File: src/rtl/core/lpdalarm_pkg.sv
package lpdalarm_pkg;

  // Configuration register map
  typedef enum logic [1:0] {
    REG_WINDOW_LEN = 2'd0,
    REG_GAIN_Q16   = 2'd1,
    REG_THRESHOLD  = 2'd2,
    REG_BUZZ_INT   = 2'd3
  } cfg_reg_t;

  // Input request kinds
  typedef enum logic {
    REQ_SAMPLE = 1'b0,
    REQ_TICK   = 1'b1
  } req_kind_t;

  localparam int unsigned CFG_IDX_W   = 2;
  localparam int unsigned CFG_DATA_W  = 24;
  localparam int unsigned WLEN_W      = 11;
  localparam int unsigned GAIN_W      = 24;
  localparam int unsigned CUR_W       = 16;
  localparam int unsigned MS_W        = 16;
  localparam int unsigned SAMPLE_W    = 12;
  localparam int unsigned FRAC_BITS   = 16;

  localparam logic [WLEN_W-1:0] WLEN_RST   = 11'd256;
  localparam logic [GAIN_W-1:0] GAIN_RST   = 24'd65536;
  localparam logic [CUR_W-1:0]  THRESH_RST = 16'd300;
  localparam logic [MS_W-1:0]   BUZZ_RST   = 16'd500;

  localparam logic [CUR_W-1:0]  MIN_READING = 16'd20;
  localparam logic [CUR_W-1:0]  CURRENT_MAX = 16'hFFFF;
  localparam logic [MS_W-1:0]   MS_MAX      = 16'hFFFF;

endpackage

File: src/rtl/core/leakage_peak_detector_alarm_core.sv
// Leakage peak-to-peak detector with alarm outputs.
//
// Input channel (in_valid/in_ready): each request is either an ADC sample
// (in_req_type = 0, in_sample holds the raw code) or a 1 ms tick
// (in_req_type = 1, in_sample ignored). Every request yields exactly one
// result request on the out_ channel carrying the window-done flag, the
// latest current in 0.1 mA, alert, relay/LED drive and buzzer pin level.
// Config (cfg_wr_en/cfg_index/cfg_data) is write-only; write only while
// the block is drained.
//
// A request accepted into the input register moves on to the result
// register, whose output is out_valid. One request per cycle is sustained
// while out_ready stays high; the single multiply of peak-to-peak by gain
// sits between the two registers. in_ready drops only when both the input
// register and the result register hold requests and out_ready is low; a
// stalled receiver therefore backs up two deep and then stalls the sender.
//
// Reset (synchronous, rst_n low): pipeline empty, config back to defaults
// (window 256, gain 1.0, threshold 30.0 mA, buzzer 500 ms), window
// min/max cleared, alert and buzzer off, ms counter saturated.
module leakage_peak_detector_alarm_core
  import lpdalarm_pkg::*;
#(
  parameter int unsigned MAX_WINDOW = 1024,
  parameter int unsigned ADC_BITS   = 12
) (
  input  logic                   clk,
  input  logic                   rst_n,
  // input requests
  input  logic                   in_valid,
  output logic                   in_ready,
  input  logic                   in_req_type,
  input  logic [SAMPLE_W-1:0]    in_sample,
  // result requests
  output logic                   out_valid,
  input  logic                   out_ready,
  output logic                   out_measurement_done,
  output logic [CUR_W-1:0]       out_current_tenth_ma,
  output logic                   out_alert,
  output logic                   out_relay_open,
  output logic                   out_led_on,
  output logic                   out_buzzer_on,
  // configuration writes
  input  logic                   cfg_wr_en,
  input  logic [CFG_IDX_W-1:0]   cfg_index,
  input  logic [CFG_DATA_W-1:0]  cfg_data
);

  localparam int unsigned CNT_W  = $clog2(MAX_WINDOW + 1);
  localparam int unsigned PROD_W = ADC_BITS + GAIN_W;
  localparam int unsigned SH_W   = PROD_W + 1 - FRAC_BITS;
  localparam logic [ADC_BITS-1:0] ADC_MAX = {ADC_BITS{1'b1}};
  localparam logic [CNT_W-1:0]    MAX_WIN_C = CNT_W'(MAX_WINDOW);
  localparam logic [PROD_W:0]     ROUND_C = (PROD_W+1)'(1) << (FRAC_BITS - 1);

  // config registers
  logic [WLEN_W-1:0] wlen_r;
  logic [GAIN_W-1:0] gain_r;
  logic [CUR_W-1:0]  thresh_r;
  logic [MS_W-1:0]   buzz_int_r;

  // input register
  logic                s1_valid_r, s1_valid_nxt;
  logic                s1_req_r;
  logic [ADC_BITS-1:0] s1_sample_r;

  // result register / block state
  logic                out_valid_r, out_valid_nxt;
  logic                done_r, done_nxt;
  logic [CNT_W-1:0]    count_r, count_nxt;
  logic [ADC_BITS-1:0] win_min_r, win_min_nxt;
  logic [ADC_BITS-1:0] win_max_r, win_max_nxt;
  logic [CUR_W-1:0]    cur_r, cur_nxt;
  logic                alert_r, alert_nxt;
  logic                phase_r, phase_nxt;
  logic                level_r, level_nxt;
  logic [MS_W-1:0]     ms_r, ms_nxt;

  logic                advance;
  logic                in_take;
  logic [CNT_W-1:0]    eff_len;
  logic [CNT_W-1:0]    count_inc;
  logic [ADC_BITS-1:0] smin, smax, p2p;
  logic [PROD_W-1:0]   prod;
  logic [PROD_W:0]     prod_rnd;
  logic [SH_W-1:0]     scaled;
  logic [CUR_W-1:0]    reading;

  // handshake: result register frees up when empty or being taken
  assign advance  = !out_valid_r || out_ready;
  assign in_ready = !s1_valid_r || advance;
  assign in_take  = in_valid && in_ready;

  assign s1_valid_nxt  = in_ready ? in_valid : s1_valid_r;
  assign out_valid_nxt = advance ? s1_valid_r : out_valid_r;

  // effective window length: zero acts as one, clamp to MAX_WINDOW
  always_comb begin
    if (wlen_r == '0) begin
      eff_len = CNT_W'(1);
    end else if (32'(wlen_r) > 32'(MAX_WINDOW)) begin
      eff_len = MAX_WIN_C;
    end else begin
      eff_len = CNT_W'(wlen_r);
    end
  end

  assign count_inc = count_r + CNT_W'(1);
  assign smin = (s1_sample_r < win_min_r) ? s1_sample_r : win_min_r;
  assign smax = (s1_sample_r > win_max_r) ? s1_sample_r : win_max_r;
  assign p2p  = smax - smin;

  // Q8.16 scaling, round half up, saturate, squelch below 2 mA
  assign prod     = PROD_W'(p2p) * PROD_W'(gain_r);
  assign prod_rnd = (PROD_W+1)'(prod) + ROUND_C;
  assign scaled   = prod_rnd[PROD_W:FRAC_BITS];

  always_comb begin
    if (|scaled[SH_W-1:CUR_W]) begin
      reading = CURRENT_MAX;
    end else if (scaled[CUR_W-1:0] < MIN_READING) begin
      reading = '0;
    end else begin
      reading = scaled[CUR_W-1:0];
    end
  end

  always_comb begin
    done_nxt    = done_r;
    count_nxt   = count_r;
    win_min_nxt = win_min_r;
    win_max_nxt = win_max_r;
    cur_nxt     = cur_r;
    alert_nxt   = alert_r;
    phase_nxt   = phase_r;
    level_nxt   = level_r;
    ms_nxt      = ms_r;
    if (advance && s1_valid_r) begin
      done_nxt = 1'b0;
      if (s1_req_r == REQ_TICK) begin
        if (ms_r != MS_MAX) begin
          ms_nxt = ms_r + MS_W'(1);
        end
      end else if (count_inc >= eff_len) begin
        // window closes
        done_nxt    = 1'b1;
        count_nxt   = '0;
        win_min_nxt = ADC_MAX;
        win_max_nxt = '0;
        cur_nxt     = reading;
        alert_nxt   = (reading >= thresh_r);
        if (reading >= thresh_r) begin
          if (ms_r >= buzz_int_r) begin
            phase_nxt = !phase_r;
            ms_nxt    = '0;
            level_nxt = !phase_r;
          end else begin
            level_nxt = phase_r;
          end
        end else begin
          level_nxt = 1'b0;
        end
      end else begin
        count_nxt   = count_inc;
        win_min_nxt = smin;
        win_max_nxt = smax;
      end
    end
  end

  // config writes
  always_ff @(posedge clk) begin
    if (!rst_n) begin
      wlen_r     <= WLEN_RST;
      gain_r     <= GAIN_RST;
      thresh_r   <= THRESH_RST;
      buzz_int_r <= BUZZ_RST;
    end else if (cfg_wr_en) begin
      unique case (cfg_reg_t'(cfg_index))
        REG_WINDOW_LEN: wlen_r     <= cfg_data[WLEN_W-1:0];
        REG_GAIN_Q16:   gain_r     <= cfg_data[GAIN_W-1:0];
        REG_THRESHOLD:  thresh_r   <= cfg_data[CUR_W-1:0];
        REG_BUZZ_INT:   buzz_int_r <= cfg_data[MS_W-1:0];
        default: ;
      endcase
    end
  end

  // input register payload
  always_ff @(posedge clk) begin
    if (in_take) begin
      s1_req_r    <= in_req_type;
      s1_sample_r <= ADC_BITS'(in_sample);
    end
  end

  always_ff @(posedge clk) begin
    if (!rst_n) begin
      s1_valid_r  <= 1'b0;
      out_valid_r <= 1'b0;
      done_r      <= 1'b0;
      count_r     <= '0;
      win_min_r   <= ADC_MAX;
      win_max_r   <= '0;
      cur_r       <= '0;
      alert_r     <= 1'b0;
      phase_r     <= 1'b0;
      level_r     <= 1'b0;
      ms_r        <= MS_MAX;
    end else begin
      s1_valid_r  <= s1_valid_nxt;
      out_valid_r <= out_valid_nxt;
      done_r      <= done_nxt;
      count_r     <= count_nxt;
      win_min_r   <= win_min_nxt;
      win_max_r   <= win_max_nxt;
      cur_r       <= cur_nxt;
      alert_r     <= alert_nxt;
      phase_r     <= phase_nxt;
      level_r     <= level_nxt;
      ms_r        <= ms_nxt;
    end
  end

  // state only moves when the result register loads, so it is the result
  assign out_valid            = out_valid_r;
  assign out_measurement_done = done_r;
  assign out_current_tenth_ma = cur_r;
  assign out_alert            = alert_r;
  assign out_relay_open       = alert_r;
  assign out_led_on           = alert_r;
  assign out_buzzer_on        = level_r;

  // window state is cleared on every reported window close
  a_close_clears: assert property (@(posedge clk) disable iff (!rst_n)
    out_valid_r && done_r |-> count_r == '0 && win_max_r == '0 && win_min_r == ADC_MAX)
    else $error("window state not cleared after close");

  // buzzer can only sound during an alert
  a_buzz_alert: assert property (@(posedge clk) disable iff (!rst_n)
    level_r |-> alert_r)
    else $error("buzzer on without alert");

  // sample counter stays below MAX_WINDOW
  a_count_range: assert property (@(posedge clk) disable iff (!rst_n)
    32'(count_r) < 32'(MAX_WINDOW))
    else $error("sample counter out of range");

  // full pipeline with stalled receiver must hold off the sender
  a_backpressure: assert property (@(posedge clk) disable iff (!rst_n)
    s1_valid_r && out_valid_r && !out_ready |-> !in_ready)
    else $error("input accepted while pipeline full");

endmodule

File: config.mk
export PLATFORM = sky130hd
export DESIGN_NAME = leakage_peak_detector_alarm_core
export DESIGN_NICKNAME = d
export VERILOG_FILES = /design/src/rtl/core/lpdalarm_pkg.sv /design/src/rtl/core/leakage_peak_detector_alarm_core.sv
export SDC_FILE = /design/constraint.sdc
export NUM_CORES = 1
export LEC_CHECK = 0
export ABC_CLOCK_PERIOD_IN_PS = 13850
export BUFFER_PORTS_ARGS = -buffer_cell sky130_fd_sc_hd__clkbuf_2
export CORE_ASPECT_RATIO = 2
export CORE_MARGIN = 3
export CORE_UTILIZATION = 40
export CTS_CLUSTER_SIZE = 12
export DETAILED_ROUTE_END_ITERATION = 16
export GPL_ROUTABILITY_DRIVEN = 0
export RECOVER_POWER = 50
export SETUP_SLACK_MARGIN = 0.2
export SLEW_MARGIN = 5
export SYNTH_ARGS = -nofsm -noshare
export SYNTH_HDL_FRONTEND = slang
export SYNTH_SLANG_ARGS = --single-unit
File: constraint.sdc
create_clock -name clk -period 13.85 [get_ports clk]
set_input_delay 2.77 -clock clk [delete_from_list [all_inputs] [get_ports clk]]
set_output_delay 2.77 -clock clk [all_outputs]
set_load 0.02 [all_outputs]
==> flow_summary.toml <==
[hold_path]
hold_path_startpoint = "thresh_r[6]$_SDFFE_PN0P_"
hold_path.class = "reg -> reg"

[die]
die_w_um = 159
die_area_mm2 = 0.0499
num_rows = 111
die_h_um = 313
core_mm2 = 0.0462
io_pins = 67
initial_core_util_pct = 40.7

[final_layout]
nets = 2653
mostFrequentLayoutCells = "356 x nand2_1, 322 x inv_1, 221 x fa_1"
fin_util_pct = 43.8
final_common_cell = "nand2_1"
fill_cells = 4640
diodes = 0
syn2layout_area_growth_pct = 7.62
fin_cells = 2852
drive_above_1_share_pct = 6.68
fin_area_mm2 = 0.0203

[setup_path]
path_max_fanout = 24
arrival_ps = 12920
cp-end-kind = "flip-flop"
critPathKind = "reg -> reg"
slowest_stage = "nor3_1"
cp_data_required_time_ps = 14030
start_kind = "flip-flop"
r2r_start = "s1_sample_r[6]$_DFFE_PP_"
cp-startpoint = "s1_sample_r[6]$_DFFE_PP_"
critPathMaxStageDelay_ps = 750

[cts]
clk_pin_slew_ps = 70
clockBufferDepth = 2
root_buffer = "clkbuf_16"
clkLatencyLatePin_ps = 450
cts_buffers = 17
cts_hold_buf = 0
cts.sinks = 153
cts_htree_levels = 4
tritoncts = "built"

[timing]
final_hold_viol_count = 0
slew_headroom_pct = -93.7
worst_slew_pin_slew_ps = 2910
setup_viol = 0
finalCritPeriodShare_pct = 92.0
rsz0062_at_grt = "false"
fin_tns_setup_ps = 0
final.setup_skew_ps = 13.3
min_period_ps = 12740
fmax_ghz = 0.0785
drv_slew = 133

[yosys]
synthTopCellsByArea = "fa_1 23%, dfxtp_1 15%, ha_1 11%"
synth_top_area_share_pct = 23.5
syn_area_mm2 = 0.0188
synth_ff_type = "dfxtp_1"
syn_area_per_cell_um2 = 8.45
ys_ff_latch = 153
yosysSeqAreaShare_pct = 17.0
async_flop_share_pct = 0
synth_enable_flop_cells = 13
syn_nets = 2664
ys_warn_count = 0
synth.distinct_cells = 80
synth_top_area_cell = "fa_1"
syn_inst = 2229

[flow_run]
maxCapViolCount = 2

[power]
pwr-share-seq_pct = 20.1
comb_power_share_pct = 62.2
swShare_pct = 47.5
powerDensity_mw_per_mm2 = 133
total_power_w = 0.00269
p_clk_share_pct = 17.7
leakagePower_nw = 9.21
ir_drop_uv = 140
power.internal_w = 0.00141
switchingPower_w = 0.00128

[routing]
wl_per_cell_um = 19.1
remaining_drc_errors = 0
vias_per_cell = 5.39
wl_um = 54600
drt-pass1-iter-count = 6
dr.first_iter.drc_count = 796
ant_nets = 0
num_vias = 15400

[placement]
io_buffers = 66
place_area_mm2 = 0.0197
dp_hpwl_um = 43800
dp.cells = 2820

[global_routing]
grt_pass1_wl_um = 87500
antenna_found_initial = 0
grt_pass1_vias = 16600
grt-ovfl-total = 0
grt_max_degree = 81
track_usage_pct = 22.4

[status]
violations = "max-capacitance violations, max-slew violations"
status = "finished with violations"
## Yosys cell counts (5+ instances only)
master / instances
a211oi_1: 6
nor3_1: 12
o21ai_0: 74
xor2_1: 27
nand4_1: 16
buf_2: 11
nor2b_1: 45
ha_1: 170
dfxtp_1: 140
and2_1: 35
mux2_2: 16
a31oi_1: 14
edfxtp_1: 13
fa_1: 221
o21a_1: 8
and3_1: 32
nor2_1: 46
nand2_1: 357
nand3_1: 34
a311oi_1: 5
clkbuf_1: 102
inv_1: 322
a21boi_0: 68
nor4_1: 7
xnor2_1: 29
a22oi_1: 7
a21oi_1: 87
o21ba_2: 6
nand2b_1: 109
mux2_1: 8
a21o_1: 39
nand3b_1: 8
mux2i_1: 40
o31ai_1: 5
o211ai_1: 29
## registers in the layout, summed over array words and instances, names as in the netlist
| name | flops |
|---|---|
| count_r | 11 |
| s1_sample_r | 12 |
| out_valid | 1 |
| thresh_r | 16 |
| phase_r | 1 |
| wlen_r | 11 |
| ms_r | 16 |
| out_alert | 1 |
| out_current_tenth_ma | 16 |
| s1_valid_r | 1 |
| out_measurement_done | 1 |
| win_min_r | 12 |
| buzz_int_r | 16 |
| win_max_r | 12 |
| out_buzzer_on | 1 |
| gain_r | 24 |
| s1_req_r | 1 |
## worst paths after layout
kind / to / slack, ps / cells past startpoint
hold / removal: thresh_r[6]$_SDFFE_PN0P_ / 470 / 2
setup reg to reg: ms_r[1]$_SDFFE_PN1P_ / 1110 / 43
setup / recovery: ms_r[1]$_SDFFE_PN1P_ / 1110 / 43
hold reg to reg: thresh_r[6]$_SDFFE_PN0P_ / 470 / 2
## logic make-up (layout without fill, tap and decap cells)
group | after synthesis | in the layout | share of synthesized area [%]
AO/OA/AOI/OAI | 401 | 401 | 14.4
multiplexers | 64 | 64 | 3.56
AND/OR/NAND/NOR | 719 | 719 | 18.5
adder cells (fa/ha/maj) | 393 | 393 | 34.9
buffers and inverters | 443 | 445 | 9.12
flip-flops | 153 | 153 | 17.0
XOR/XNOR | 56 | 56 | 2.61
## power groups by stage
stage	clock [W]	sequential [W]	combinational (W)
global placement	0	0.000546	0.00164
finish	0.000475	0.000540	0.00167
floorplan	0	0.000524	0.00120
global route	0.000498	0.000544	0.00188
detailed placement	0	0.000547	0.00166
CTS	0.000480	0.000538	0.00167
## per-layer routing
layer	part of all wire, %	global-route usage, %
met1	34	21.6
met2	55	43.8
met3	3.0	2.13
met4	7.6	15.4
met5	0	0
## stage by stage
stage          setup slack [ps]  hold slack, ps
2_1_floorplan              1860             441
3_3_place_gp               1070             454
3_5_place_dp                818             459
4_1_cts                     736             468
5_1_grt                     185             479
6_report                   1110             468
## critical path, delay by kind of cell, from the launching register on
kind / cells / cell delay, ps
adders and majority gates: 9 / 3920
buffers and inverters: 3 / 220
AOI/OAI and AO/OA: 21 / 4920
and+or+nand+nor: 9 / 2540
DFF: 1 / 550
xor gates and xnor gates: 1 / 280
## area by class of cell
type | instances | area [um^2] | share of cell area (%)
clock buffer | 18 | 439 | 2.17
clock inverter | 14 | 143 | 0.704
inverter | 322 | 1210 | 5.97
multi-input combinational | 1633 | 14000 | 69.2
sequential | 153 | 3190 | 15.8
tap | 621 | 777 | 3.83
timing repair buffer | 91 | 484 | 2.39
## timing repair
action	in CTS	in global routing
setup buffers	0	0
setup endpoints to repair	0	19
resized for setup	0	8
(Power assumes the default switching activity.)
